===== src/rtl/named_aligned_area_reserver_core_assert.svh =====
// -----------------------------------------------------------------------------
// Assertion macros for the named aligned area reserver
// Clocked on clk, disabled while arst_n is low; empty when synthesising.
// -----------------------------------------------------------------------------
`ifndef NAMED_ALIGNED_AREA_RESERVER_CORE_ASSERT_SVH
`define NAMED_ALIGNED_AREA_RESERVER_CORE_ASSERT_SVH
`ifndef SYNTHESIS
`define NAAR_ASSERT(lbl, prop, msg) \
	lbl: assert property (@(posedge clk) disable iff (!arst_n) prop) else $error(msg);
`define NAAR_ASSERT_IMPL(lbl, pre, post, msg) \
	lbl: assert property (@(posedge clk) disable iff (!arst_n) pre |-> post) else $error(msg);
`define NAAR_ASSERT_NEXT(lbl, pre, post, msg) \
	lbl: assert property (@(posedge clk) disable iff (!arst_n) pre |=> post) else $error(msg);
`else
`define NAAR_ASSERT(lbl, prop, msg)
`define NAAR_ASSERT_IMPL(lbl, pre, post, msg)
`define NAAR_ASSERT_NEXT(lbl, pre, post, msg)
`endif
`endif


===== src/rtl/naar_pkg.sv =====
// -----------------------------------------------------------------------------
// naar_pkg
// Types and constants shared by the area reserver front, back and top level.
// -----------------------------------------------------------------------------
package naar_pkg;

	localparam int TABLE_DEPTH = 16;
	localparam int IDX_W       = (TABLE_DEPTH > 1) ? $clog2(TABLE_DEPTH) : 1;
	localparam int QUEUE_DEPTH = 2;
	localparam int QPTR_W      = (QUEUE_DEPTH > 1) ? $clog2(QUEUE_DEPTH) : 1;
	localparam int QCNT_W      = QPTR_W + 1;

	localparam int ADDR_W = 32;
	localparam int TOP_W  = 33;
	localparam int SIZE_W = 25;
	localparam int KEY_W  = 16;

	localparam logic [TOP_W-1:0] TOP_LIMIT = 33'h1_0000_0000;
	localparam logic [TOP_W-1:0] FREE_MAX  = 33'h0_01FF_FFFF;

	// command codes as seen on the input word
	localparam logic [1:0] CMD_RESERVE = 2'd0;
	localparam logic [1:0] CMD_QUERY   = 2'd1;
	localparam logic [1:0] CMD_CLEAR   = 2'd2;

	// register indexes (paddr[2])
	localparam logic REG_BASE = 1'b0;
	localparam logic REG_SIZE = 1'b1;

	typedef enum logic [1:0] {
		OP_RESERVE,
		OP_QUERY,
		OP_CLEAR,
		OP_IGNORE
	} op_t;

	typedef enum logic [2:0] {
		ST_NEW       = 3'd0,
		ST_EXISTING  = 3'd1,
		ST_NOT_READY = 3'd2,
		ST_TOO_LARGE = 3'd3,
		ST_NO_SPACE  = 3'd4,
		ST_FULL      = 3'd5,
		ST_NOT_FOUND = 3'd6,
		ST_CLEARED   = 3'd7
	} status_t;

	typedef enum logic [2:0] {
		BK_IDLE,
		BK_PREP,
		BK_SCAN,
		BK_DECIDE,
		BK_EMIT
	} bk_state_t;

	typedef struct packed {
		logic [1:0]        command;
		logic [KEY_W-1:0]  area_key;
		logic [SIZE_W-1:0] area_size;
		logic [SIZE_W-1:0] alignment;
	} in_word_t;

	typedef struct packed {
		status_t           status;
		logic [ADDR_W-1:0] area_address;
		logic [SIZE_W-1:0] free_bytes;
	} out_word_t;

	// classified command as held in the queue between front and back
	typedef struct packed {
		op_t               op;
		logic [KEY_W-1:0]  key;
		logic [SIZE_W-1:0] size;
		logic [SIZE_W-1:0] mask;
		logic              align_ok;
	} item_t;

	typedef struct packed {
		logic [ADDR_W-1:0] base;
		logic [SIZE_W-1:0] size;
	} cfg_t;

endpackage


===== src/rtl/naar_front.sv =====
// -----------------------------------------------------------------------------
// naar_front
// Accepts input words, classifies them and holds them in a short queue.
// -----------------------------------------------------------------------------
module naar_front import naar_pkg::*; (
	input  logic     clk,
	input  logic     arst_n,
	input  logic     push,
	output logic     full,
	input  in_word_t req,
	output item_t    item,
	output logic     item_valid,
	input  logic     item_pop
);

	item_t             cls;
	item_t             mem_q [QUEUE_DEPTH];
	logic [QPTR_W-1:0] wr_ptr_q;
	logic [QPTR_W-1:0] rd_ptr_q;
	logic [QCNT_W-1:0] count_q;
	logic              enq;
	logic              deq;

	// decode the command and pre-digest the alignment
	always_comb begin
		cls.key      = req.area_key;
		cls.size     = req.area_size;
		cls.align_ok = (req.alignment & (req.alignment - SIZE_W'(1))) == '0;
		cls.mask     = (req.alignment == '0) ? '0 : req.alignment - SIZE_W'(1);
		unique case (req.command)
			CMD_RESERVE: cls.op = OP_RESERVE;
			CMD_QUERY:   cls.op = OP_QUERY;
			CMD_CLEAR:   cls.op = OP_CLEAR;
			default:     cls.op = OP_IGNORE;
		endcase
	end

	assign full       = count_q == QCNT_W'(QUEUE_DEPTH);
	assign item_valid = count_q != '0;
	assign item       = mem_q[rd_ptr_q];
	assign enq        = push && !full;
	assign deq        = item_pop && item_valid;

	always_ff @(posedge clk) begin
		if (enq) begin
			mem_q[wr_ptr_q] <= cls;
		end
	end

	always_ff @(posedge clk or negedge arst_n) begin
		if (!arst_n) begin
			wr_ptr_q <= '0;
			rd_ptr_q <= '0;
			count_q  <= '0;
		end else begin
			if (enq) begin
				wr_ptr_q <= wr_ptr_q + QPTR_W'(1);
			end
			if (deq) begin
				rd_ptr_q <= rd_ptr_q + QPTR_W'(1);
			end
			case ({enq, deq})
				2'b10:   count_q <= count_q + QCNT_W'(1);
				2'b01:   count_q <= count_q - QCNT_W'(1);
				default: count_q <= count_q;
			endcase
		end
	end

endmodule


===== src/rtl/naar_back.sv =====
// -----------------------------------------------------------------------------
// naar_back
// Executes classified commands: table scan, top pointer update, result word.
// -----------------------------------------------------------------------------
`include "named_aligned_area_reserver_core_assert.svh"

module naar_back import naar_pkg::*; (
	input  logic      clk,
	input  logic      arst_n,
	input  cfg_t      cfg,
	input  item_t     item,
	input  logic      item_valid,
	output logic      item_pop,
	output out_word_t rsp,
	output logic      rsp_valid,
	input  logic      rsp_pop
);

	bk_state_t state_q, state_d;

	item_t             item_q;
	logic [TOP_W-1:0]  top_q;
	logic [TABLE_DEPTH-1:0] tbl_valid_q;
	logic [KEY_W-1:0]  tbl_key_q  [TABLE_DEPTH];
	logic [ADDR_W-1:0] tbl_addr_q [TABLE_DEPTH];

	// values prepared ahead of the decision
	logic              ready_q;
	logic [TOP_W-1:0]  diff_q;
	logic [TOP_W-1:0]  start_q;
	logic [TOP_W-1:0]  end_q;

	// scan results
	logic [IDX_W-1:0]  idx_q;
	logic              hit_q;
	logic [ADDR_W-1:0] hit_addr_q;
	logic              free_q;
	logic [IDX_W-1:0]  free_idx_q;

	// decision results
	status_t           res_status_q;
	logic [ADDR_W-1:0] res_addr_q;

	out_word_t         out_q;
	logic              out_valid_q;

	logic take_en, prep_en, scan_en, decide_en, emit_en;

	logic [TOP_W-1:0]  base_ext;
	logic [TOP_W-1:0]  size_ext;
	logic [TOP_W-1:0]  sum_ext;
	logic              scan_last;

	status_t           dec_status;
	logic [ADDR_W-1:0] dec_addr;
	logic              dec_new;
	logic              dec_clear;

	logic              emit_ready;
	logic [TOP_W-1:0]  emit_diff;
	logic [SIZE_W-1:0] emit_free;

	assign base_ext  = {1'b0, cfg.base};
	assign size_ext  = {{(TOP_W-SIZE_W){1'b0}}, item_q.size};
	assign sum_ext   = base_ext + {{(TOP_W-SIZE_W){1'b0}}, cfg.size};
	assign scan_last = idx_q == IDX_W'(TABLE_DEPTH - 1);

	// next state
	always_comb begin
		state_d = state_q;
		unique case (state_q)
			BK_IDLE:   if (item_valid) state_d = BK_PREP;
			BK_PREP:   state_d = BK_SCAN;
			BK_SCAN:   if (scan_last) state_d = BK_DECIDE;
			BK_DECIDE: state_d = BK_EMIT;
			BK_EMIT:   if (!out_valid_q || rsp_pop) state_d = BK_IDLE;
			default:   state_d = BK_IDLE;
		endcase
	end

	// control outputs
	always_comb begin
		take_en   = 1'b0;
		prep_en   = 1'b0;
		scan_en   = 1'b0;
		decide_en = 1'b0;
		emit_en   = 1'b0;
		unique case (state_q)
			BK_IDLE:   take_en   = item_valid;
			BK_PREP:   prep_en   = 1'b1;
			BK_SCAN:   scan_en   = 1'b1;
			BK_DECIDE: decide_en = 1'b1;
			BK_EMIT:   emit_en   = !out_valid_q || rsp_pop;
			default:   take_en   = 1'b0;
		endcase
	end

	assign item_pop = take_en;

	// decision on the prepared values and scan results
	always_comb begin
		dec_status = ST_NOT_READY;
		dec_addr   = '0;
		dec_new    = 1'b0;
		dec_clear  = 1'b0;
		case (item_q.op)
			OP_CLEAR: begin
				dec_status = ST_CLEARED;
				dec_clear  = 1'b1;
			end
			OP_QUERY: begin
				if (hit_q) begin
					dec_status = ST_EXISTING;
					dec_addr   = hit_addr_q;
				end else begin
					dec_status = ST_NOT_FOUND;
				end
			end
			OP_RESERVE: begin
				if (item_q.size == '0 || !ready_q || !item_q.align_ok) begin
					dec_status = ST_NOT_READY;
				end else if (size_ext > diff_q) begin
					dec_status = ST_TOO_LARGE;
				end else if (hit_q) begin
					dec_status = ST_EXISTING;
					dec_addr   = hit_addr_q;
				end else if (start_q <= base_ext) begin
					dec_status = ST_NO_SPACE;
				end else if (!free_q) begin
					dec_status = ST_FULL;
				end else begin
					dec_status = ST_NEW;
					dec_addr   = start_q[ADDR_W-1:0];
					dec_new    = 1'b1;
				end
			end
			default: dec_status = ST_NOT_READY;
		endcase
	end

	// free space after the step, saturated to the field width
	always_comb begin
		emit_ready = (cfg.size != '0) && (top_q > base_ext);
		emit_diff  = top_q - base_ext;
		if (!emit_ready) begin
			emit_free = '0;
		end else if (emit_diff > FREE_MAX) begin
			emit_free = '1;
		end else begin
			emit_free = emit_diff[SIZE_W-1:0];
		end
	end

	// payload registers
	always_ff @(posedge clk) begin
		if (take_en) begin
			item_q <= item;
		end
		if (prep_en) begin
			ready_q <= (cfg.size != '0) && (top_q > base_ext);
			diff_q  <= top_q - base_ext;
			start_q <= (top_q - size_ext) & ~{{(TOP_W-SIZE_W){1'b0}}, item_q.mask};
			end_q   <= sum_ext[TOP_W-1] ? TOP_LIMIT : sum_ext;
		end
		if (scan_en) begin
			if (tbl_valid_q[idx_q] && tbl_key_q[idx_q] == item_q.key && !hit_q) begin
				hit_addr_q <= tbl_addr_q[idx_q];
			end
			if (!tbl_valid_q[idx_q] && !free_q) begin
				free_idx_q <= idx_q;
			end
		end
		if (decide_en) begin
			res_status_q <= dec_status;
			res_addr_q   <= dec_addr;
			if (dec_new) begin
				tbl_key_q[free_idx_q]  <= item_q.key;
				tbl_addr_q[free_idx_q] <= dec_addr;
			end
		end
		if (emit_en) begin
			out_q.status       <= res_status_q;
			out_q.area_address <= res_addr_q;
			out_q.free_bytes   <= emit_free;
		end
	end

	// control registers
	always_ff @(posedge clk or negedge arst_n) begin
		if (!arst_n) begin
			state_q     <= BK_IDLE;
			top_q       <= '0;
			tbl_valid_q <= '0;
			idx_q       <= '0;
			hit_q       <= 1'b0;
			free_q      <= 1'b0;
			out_valid_q <= 1'b0;
		end else begin
			state_q <= state_d;
			if (prep_en) begin
				idx_q  <= '0;
				hit_q  <= 1'b0;
				free_q <= 1'b0;
			end
			if (scan_en) begin
				if (tbl_valid_q[idx_q] && tbl_key_q[idx_q] == item_q.key) begin
					hit_q <= 1'b1;
				end
				if (!tbl_valid_q[idx_q]) begin
					free_q <= 1'b1;
				end
				if (!scan_last) begin
					idx_q <= idx_q + IDX_W'(1);
				end
			end
			if (decide_en) begin
				if (dec_clear) begin
					tbl_valid_q <= '0;
					top_q       <= end_q;
				end else if (dec_new) begin
					tbl_valid_q[free_idx_q] <= 1'b1;
					top_q                   <= start_q;
				end
			end
			if (emit_en) begin
				out_valid_q <= 1'b1;
			end else if (rsp_pop) begin
				out_valid_q <= 1'b0;
			end
		end
	end

	assign rsp       = out_q;
	assign rsp_valid = out_valid_q;

	`NAAR_ASSERT(a_top_in_range, top_q <= TOP_LIMIT, "top pointer beyond address space")
	`NAAR_ASSERT_NEXT(a_top_falls, (decide_en && item_q.op != OP_CLEAR), (top_q <= $past(top_q)), "top pointer rose without clear")
	`NAAR_ASSERT_NEXT(a_clear_empties, (decide_en && item_q.op == OP_CLEAR), (tbl_valid_q == '0), "table not emptied by clear")
	`NAAR_ASSERT_IMPL(a_new_nonzero, (emit_en && res_status_q == ST_NEW), (res_addr_q != '0), "new area at address zero")

endmodule


===== src/rtl/named_aligned_area_reserver_core.sv =====
// -----------------------------------------------------------------------------
// named_aligned_area_reserver_core
// Top-down allocator of named, aligned areas in a scratch memory region.
// -----------------------------------------------------------------------------
// Usage:
//   Commands enter as a queue: drive req and raise push while full is low.
//   Results leave as a queue: while empty is low, rsp holds the oldest word;
//   raise pop to take it. Every command gives exactly one result word.
//   region_base (0x0) and region_size (0x4) are set over the APB port; write
//   them only while the block is idle, then issue a clear to load the top
//   pointer. Nothing can be reserved before the first clear.
// Flow:
//   On an idle block the back end takes a command and steps it through
//   prepare, scan and decide to emit, where its result word is registered
//   onto rsp; the key table is scanned one entry per cycle. The back end
//   takes the next command only once the last has been emitted. Two more
//   commands queue at the input while one is executed.
// Reset:
//   arst_n empties both queues, invalidates the table, zeroes the top
//   pointer and the registers. No clearing pass is needed.
// Stall:
//   While a result waits unpopped the back end holds its next result and
//   the input queue fills; full then holds off push. Nothing is dropped.
// -----------------------------------------------------------------------------
module named_aligned_area_reserver_core import naar_pkg::*; (
	input  logic        clk,
	input  logic        arst_n,
	// command queue
	input  logic        push,
	output logic        full,
	input  in_word_t    req,
	// result queue
	output logic        empty,
	input  logic        pop,
	output out_word_t   rsp,
	// register port
	input  logic        psel,
	input  logic        penable,
	input  logic        pwrite,
	input  logic [2:0]  paddr,
	input  logic [31:0] pwdata,
	output logic [31:0] prdata,
	output logic        pready
);

	cfg_t  cfg_q;
	item_t item;
	logic  item_valid;
	logic  item_pop;
	logic  rsp_valid;
	logic  reg_wr;

	// Registers: always ready, write on the access phase.
	assign pready = 1'b1;
	assign reg_wr = psel && penable && pwrite && pready;

	always_ff @(posedge clk or negedge arst_n) begin
		if (!arst_n) begin
			cfg_q <= '0;
		end else if (reg_wr) begin
			unique case (paddr[2])
				REG_BASE: cfg_q.base <= pwdata;
				REG_SIZE: cfg_q.size <= pwdata[SIZE_W-1:0];
				default:  cfg_q      <= cfg_q;
			endcase
		end
	end

	// Read back: size zero-extended to the bus width.
	always_comb begin
		unique case (paddr[2])
			REG_BASE: prdata = cfg_q.base;
			REG_SIZE: prdata = {{(32-SIZE_W){1'b0}}, cfg_q.size};
			default:  prdata = '0;
		endcase
	end

	// Front: classify each word and hold it until the back end is free.
	naar_front u_front (
		.clk        (clk),
		.arst_n     (arst_n),
		.push       (push),
		.full       (full),
		.req        (req),
		.item       (item),
		.item_valid (item_valid),
		.item_pop   (item_pop)
	);

	// Back: scan the table, decide, advance the top pointer, register result.
	naar_back u_back (
		.clk        (clk),
		.arst_n     (arst_n),
		.cfg        (cfg_q),
		.item       (item),
		.item_valid (item_valid),
		.item_pop   (item_pop),
		.rsp        (rsp),
		.rsp_valid  (rsp_valid),
		.rsp_pop    (pop)
	);

	assign empty = !rsp_valid;

endmodule

===== config.mk =====
export PLATFORM = sky130hd
export DESIGN_NAME = named_aligned_area_reserver_core
export DESIGN_NICKNAME = d
export VERILOG_FILES = /design/src/rtl/naar_pkg.sv /design/src/rtl/naar_front.sv /design/src/rtl/naar_back.sv /design/src/rtl/named_aligned_area_reserver_core.sv
export VERILOG_INCLUDE_DIRS = /design/src /design/src/rtl
export SDC_FILE = /design/constraint.sdc
export NUM_CORES = 2
export LEC_CHECK = 0
export ABC_AREA = 1
export BUFFER_PORTS_ARGS = -buffer_cell sky130_fd_sc_hd__buf_2
export CAP_MARGIN = 15
export CELL_PAD_IN_SITES_DETAIL_PLACEMENT = 1
export CELL_PAD_IN_SITES_GLOBAL_PLACEMENT = 2
export CORE_MARGIN = 1.5
export CORE_UTILIZATION = 30
export CTS_BUF_LIST = sky130_fd_sc_hd__clkbuf_16
export DETAILED_ROUTE_END_ITERATION = 12
export GPL_TIMING_DRIVEN = 0
export MAX_ROUTING_LAYER = met4
export PLACE_DENSITY = 0.7
export SKIP_CTS_REPAIR_TIMING = 1
export SLEW_MARGIN = 20
export SYNTH_ARGS = -nofsm -noshare
export SYNTH_HDL_FRONTEND = slang
export SYNTH_HIERARCHICAL = 1
export SYNTH_SLANG_ARGS = --single-unit

===== constraint.sdc =====
create_clock -name clk -period 8.7 [get_ports clk]
set_input_delay 1.305 -clock clk [delete_from_list [all_inputs] [get_ports clk]]
set_output_delay 1.305 -clock clk [all_outputs]
set_load 0.02 [all_outputs]

**Word-level counts from Yosys, hierarchy flattened**

Memory sizes are Yosys's and may differ from the RTL's. A register that Yosys moved wholly into a read port is not among the register bits.
Index checks and enable logic that the tools add are counted.

- Bits in registers: 319
- Bits in writable memories: 906
- Bits of input ports: 110
- Output and inout bits: 95
- Logic and storage cells: 159
- Memories kept: 3

- $add $sub $neg: 9
- $lt $le $gt $ge: 7
- Equal/unequal tests: 16
- Mux-type cells: 60
- Bitwise logic cells: 5
- Reductions and logical operators: 36

Memories:

| memory | depth | width | rd ports | clocked after Yosys merged registers in | wr ports | line | text |
|---|---|---|---|---|---|---|---|
| u_back.tbl_addr_q | 16 | 32 | 1 | 1 | 1 | naar_back.sv:25 | `logic [ADDR_W-1:0] tbl_addr_q [TABLE_DEPTH];` |
| u_back.tbl_key_q | 16 | 16 | 1 | 0 | 1 | naar_back.sv:24 | `logic [KEY_W-1:0] tbl_key_q [TABLE_DEPTH];` |
| u_front.mem_q | 2 | 69 | 1 | 1 | 1 | naar_front.sv:17 | `item_t mem_q [QUEUE_DEPTH];` |

Operator list:

| kind | count |
|---|---|
| two-way mux 32 bit | 6 |
| case mux 32 bit (2 select lines) | 2 |
| two-way mux 33 bit | 3 |
| zero test 25 bit | 3 |
| two-way mux 25 bit | 2 |
| adder 32 x 25 -> 33 bit | 1 |
| bitwise AND 33 bit | 1 |
| greater-than comparator 25 x 33 -> 1 bit | 1 |
| greater-than comparator 33 x 25 -> 1 bit (second input constant) | 1 |
| greater-than comparator 33 x 32 -> 1 bit | 1 |
| less-or-equal comparator 33 x 32 -> 1 bit | 1 |
| inverter 25 -> 33 bit | 1 |
| subtractor 33 x 25 -> 33 bit | 1 |
| subtractor 33 x 32 -> 33 bit | 1 |
| two-way mux 16 bit | 2 |
| two-way mux 1 bit | 27 |
| two-way mux 3 bit | 9 |
| bitwise AND 25 bit | 1 |
| nonzero test 25 bit | 1 |
| subtractor 25 x 1 -> 25 bit (second input constant) | 1 |
| equality test 16 bit | 1 |
| bitwise OR 16 bit | 1 |
| case mux 3 bit (5 select lines) | 1 |
| two-way mux 4 bit | 3 |
| other kinds (27) | 61 |

**Longest topological paths before layout**

- Word-level depth: 9
- Gate-level depth with buffers: 20
- Gate-level depth less buffers: 19

**Hierarchy**

The synthesis kept the hierarchy.

By module, submodules not included:

| module | instances | cells an instance | area an instance (sq um) | seq. area each (sq um) |
|---|---|---|---|---|
| naar_back | 1 | 4,622 | 50,871.3 | 33,547.2 |
| naar_front | 1 | 585 | 6,293.5 | 4,244.1 |
| named_aligned_area_reserver_core | 1 | 349 | 2,633.8 | 1,426.4 |

**Worst setup path after synthesis**

Ideal clock, no wire load.

- Path type: register to register
- Start point: reg u_back.state_q[2]
- End point: reg u_back.idx_q[3]
- Setup time: 0.138 ns
- Arrival: 8.980 ns
- Required time: 8.562 ns
- Slack: -0.418 ns
- Stages on the path, launching flop included: 7
- Buffers on the path: 0
- Period minus slack after synthesis: 9.118 ns
- Cell sequence: dfrtp_1 nor3_1 inv_1 a21oi_1 nor2_1 a21oi_1 o21ai_0

- Word-level cells in the longest chain between the ends: 5
- Elaborated cells on any way between the ends: 7
- Classes of those cells: eq/ne (2); mux (5)

RTL lines:

| element | line | text |
|---|---|---|
| from (decl) | naar_back.sv:19 | `bk_state_t state_q, state_d;` |
| from (signal assigned) | naar_back.sv:199 | `state_q <= state_d;` |
| equality test 3 x 1 -> 1 bit | naar_back.sv:88 | `unique case (state_q)` |
| two-way mux 1 bit | naar_back.sv:88 |  |
| two-way mux 4 bit | naar_back.sv:200 | `if (prep_en) begin` |
| two-way mux 4 bit | naar_back.sv:212 | `if (!scan_last) begin` |
| two-way mux 4 bit * | naar_back.sv:205 | `if (scan_en) begin` |
| to (signal assigned) | naar_back.sv:213 | `idx_q <= idx_q + IDX_W'(1);` |
| to (decl) | naar_back.sv:34 | `logic [IDX_W-1:0] idx_q;` |

Every way passes the cells marked *; elsewhere a longest branch is shown, timed or not.
A chain may end at the register's enable or synchronous reset.

**Worst setup path in the final report**

- Start point: reg u_back.idx_q[0]
- End point: reg u_back.hit_addr_q[5], read port of u_back.tbl_addr_q (enable)

- Word-level cells in the longest chain between the ends: 5
- Elaborated cells on any way between the ends: 7
- Classes of those cells: eq/ne (1); mux (2); reduce/logical (3); memory (1)

RTL lines:

| element | line | text |
|---|---|---|
| memory read (16 x 16 bit) or binary-select mux 1 bit (select 4 bit) (tied branches) | - |  |
| equality test 16 bit or two-way mux 1 bit (tied branches) | naar_back.sv:166 | `if (tbl_valid_q[idx_q] && tbl_key_q[idx_q] == item_q.key && !hit_q) begin` |
| logical AND 1 bit (2 in series) | naar_back.sv:166 |  |
| AND reduction 2 bit (no source line) | - |  |
| to (decl) | naar_back.sv:36 | `logic [ADDR_W-1:0] hit_addr_q;` |

Several ways; a longest one is shown, not always the timed one. The select of a mux whose other input is x is not followed.

==> run_results.csv <==
group,metric,value,unit
floorplan,io_pins,205,
floorplan,start_util,30.3,%
sta,slew_violations,0,
sta,fin_skew,0.0621,ns
route,vias,44100,
clock_tree,cts_buffer_depth,3,
worst_setup_path,critPathKind,"reg -> reg",
global_route,grt_max_degree,74,
power_and_ir_drop,power.density,347,nW/µm²
layout,drive_gt1_share,11.5,%
placement,routabilityCongestion,0.873,
floorplan,rows,163,
route,via_per_inst,5.03,
global_route,antenna_found_initial,13,
global_route,grt_pass1_vias,45200,
global_route,gr-total-overflow,0,
placement,dp_hpwl,159,mm
power_and_ir_drop,finalPower,24.6,mW
route,route.detailed.wl_per_inst,25.0,µm
synth,synth_top_flop_cell,"edfxtp_1",
run,maxCapViolCount,0,
sta,fmax,227,MHz
floorplan,dieArea,202000,µm²
clock_tree,cts_sinks,1326,
global_route,grt_pass1_wl,317,mm
placement,dp_slack,4.40,ns
synth,synth_edf_count,1206,
outcome,outcome,"finished, final reports clean",
sta,min_period_over_period,50.7,%
worst_setup_path,cp_max_fo,17,
layout,fin_nets,6262,
route,ant_nets,0,
sta,tightest_slew,1.21,ns
sta,timing.final.ws_setup,4.29,ns
floorplan,core_area,198000,µm²
sta,setup_viol,0,
worst_setup_path,cp_data_required_time,9.21,ns
floorplan,dieWidth,449,µm
sta,final-hold-violation-count,0,
worst_setup_path,end_kind,"flip-flop",
synth,syn-num-nets,5836,
synth,ys_seq_elements,1326,
sta,slew_headroom,19.2,%
synth,ys_warn_count,6,
sta,finalCriticalPeriod,4.41,ns
sta,rsz0062_at_grt,"no",
layout,syn2layout_area_growth,18.5,%
synth,syn_avg_cell_area,10.8,µm²
worst_setup_path,start_kind,"flip-flop",
clock_tree,clockRootBuffer,"clkbuf_16",
clock_tree,h-tree-depth,4,
worst_hold_path,hold_path.class,"reg -> reg",
route,drt-pass1-iter-count,5,
route,wirelength,219,mm
sta,hold-worst-slack,0.387,ns
synth,synthCells,5556,
power_and_ir_drop,ir_drop,172,µV
clock_tree,insertion_delay,0.82,ns
synth,netlist_area,59800,µm²
synth,synthArstFlopShare,9.05,%
clock_tree,cts_made_buffers,152,
route,drc,0,
power_and_ir_drop,p_leak,28.3,nW
clock_tree,path_clk_slew,0.06,ns
worst_setup_path,crit_arrival,4.92,ns
synth,synth-seq-area-share,65.6,%
synth,ys_types,49,
floorplan,die_y,449,µm
placement,port_buffers,199,
global_route,track_usage,22.0,%
route,drt-initial-drc-count,3798,
sta,fin_setup_tns,0,ns
clock_tree,tritoncts,"yes",
==> cell usage in the layout (no fill, tap or decap), types with 7 or more instances in the layout <==
master	instances
bufinv_16	13
xnor2_1	14
buf_2	277
nand2_1	1183
or2_2	14
buf_4	22
clkbuf_16	153
nor3_1	22
o21a_1	17
nor2_2	8
nor2_1	674
nor2_4	23
nand2_2	30
ha_1	167
dfrtp_1	120
o22ai_1	33
o221ai_1	101
inv_2	18
o21ai_0	427
clkinv_1	33
clkinv_2	24
buf_6	10
a21o_1	12
edfxtp_1	1206
a21oi_1	166
o21bai_1	15
nand3_1	399
clkinvlp_4	7
buf_1	14
clkbuf_1	131
o211ai_1	65
buf_12	36
buf_16	28
diode_2	10
xor2_1	36
inv_1	491
nand4_1	51
==> critical path, cell delays in order, from the launching register on <==
cell and delay [ns]:
dfrtp_1 0.48, inv_2 0.15, buf_2 0.30, clkbuf_1 0.56, o21ai_0 0.28, nand3_1 0.13, nand3_1 0.13, nand3_1 0.25
nand3_1 0.22, nor2_1 0.14, nand2_1 0.07, nor2_1 0.18, nand3_1 0.27, nor2_4 0.67, buf_16 0.25
==> kinds of logic after synthesis <==
logic type / synth area share [%]
adder cells (fa/ha/maj): 3.59
other: 0.00627
XOR/XNOR: 0.732
AO/OA/AOI/OAI: 8.41
AND/OR/NAND/NOR: 16.7
buffers and inverters: 4.95
flip-flops: 65.6
==> Yosys cell counts, types with 2 or more instances <==
cell type	n	area share, %
edfxtp_1	1206	61
nand2_1	1183	7.4
nor2_1	695	4.4
inv_1	454	2.8
o21ai_0	427	3.6
nand3_1	399	3.3
ha_1	167	3.5
a21oi_1	166	1.4
clkbuf_1	134	0.84
dfrtp_1	120	5.0
o221ai_1	101	1.5
buf_2	79	0.66
o211ai_1	65	0.82
nand4_1	51	0.53
xor2_1	36	0.53
o22ai_1	33	0.35
nand2_2	30	0.31
nor3_1	23	0.19
buf_4	22	0.28
inv_2	18	0.11
o21a_1	17	0.21
o21bai_1	15	0.19
buf_1	14	0.088
or2_2	14	0.15
xnor2_1	14	0.21
a21o_1	12	0.15
nor2_2	8	0.084
buf_6	6	0.11
nand3b_1	6	0.075
nor4_1	6	0.063
a21boi_0	4	0.050
a31oi_1	4	0.042
nor3_2	4	0.067
a31o_2	3	0.044
fa_1	3	0.10
o21ai_1	3	0.025
nor2_4	2	0.038
==> worst paths after layout <==
path                                        from                    to  slack (ns)  depth (start not counted)
setup / recovery                 u_back/idx_q[0]  u_back/hit_addr_q[5]        4.29                         14
hold / removal             u_back/res_addr_q[18]        u_back/rsp[43]        0.39                          0
setup reg to reg                 u_back/idx_q[0]  u_back/hit_addr_q[5]        4.29                         14
hold reg to reg            u_back/res_addr_q[18]        u_back/rsp[43]        0.39                          0
max in group asynchronous                 arst_n      u_back/top_q[25]        7.47                          2
min in group asynchronous                 arst_n              cfg_q[1]        0.43                          1
==> area by class of cell <==
| cell class | count | area (µm²) |
|---|---|---|
| buffer | 255 | 1190 |
| sequential | 1326 | 39200 |
| fill | 21900 | 127000 |
| clock buffer | 153 | 3830 |
| clock inverter | 131 | 1140 |
| tap | 2640 | 3300 |
| multi-input combinational | 3502 | 17800 |
| antenna | 10 | 25.0 |
| timing repair buffer | 272 | 2620 |
| inverter | 473 | 1780 |
==> flip-flops by register name (all words and copies together), names as in the netlist, 3 cells and up <==
signal / count
u_back/item_q: 69
u_back/free_idx_q: 4
u_front/mem_q: 138
cfg_q: 57
u_back/top_q: 33
u_back/end_q: 33
u_back/state_q: 3
u_back/res_addr_q: 32
u_back/rsp: 60
u_back/diff_q: 33
u_back/res_status_q: 3
u_back/start_q: 33
u_back/tbl_key_q: 256
u_back/tbl_valid_q: 16
u_back/idx_q: 4
u_back/hit_addr_q: 32
u_back/tbl_addr_q: 512
==> through the flow <==
step                area [µm²]  util, %  cells
global route             70900     35.9   8760
finish                   70900     35.9   8762
global placement         64100     32.4   8395
floorplan                59800        -   5556
CTS                      70900     35.9   8752
detailed placement       65900     33.3   8468
==> power breakdown <==
part	internal, mW	switching (mW)
combinational	2.56	6.32
clock	3.62	2.76
sequential	8.40	0.932
total	14.6	10.0
==> layer usage <==
metal / wire length [µm] / track usage, %
met5: 0 / -
met4: 5360 / 5.78
met3: 12600 / 2.92
met2: 106000 / 36.0
met1: 95300 / 28.8
Note: power is estimated with default switching activity, not from simulation.
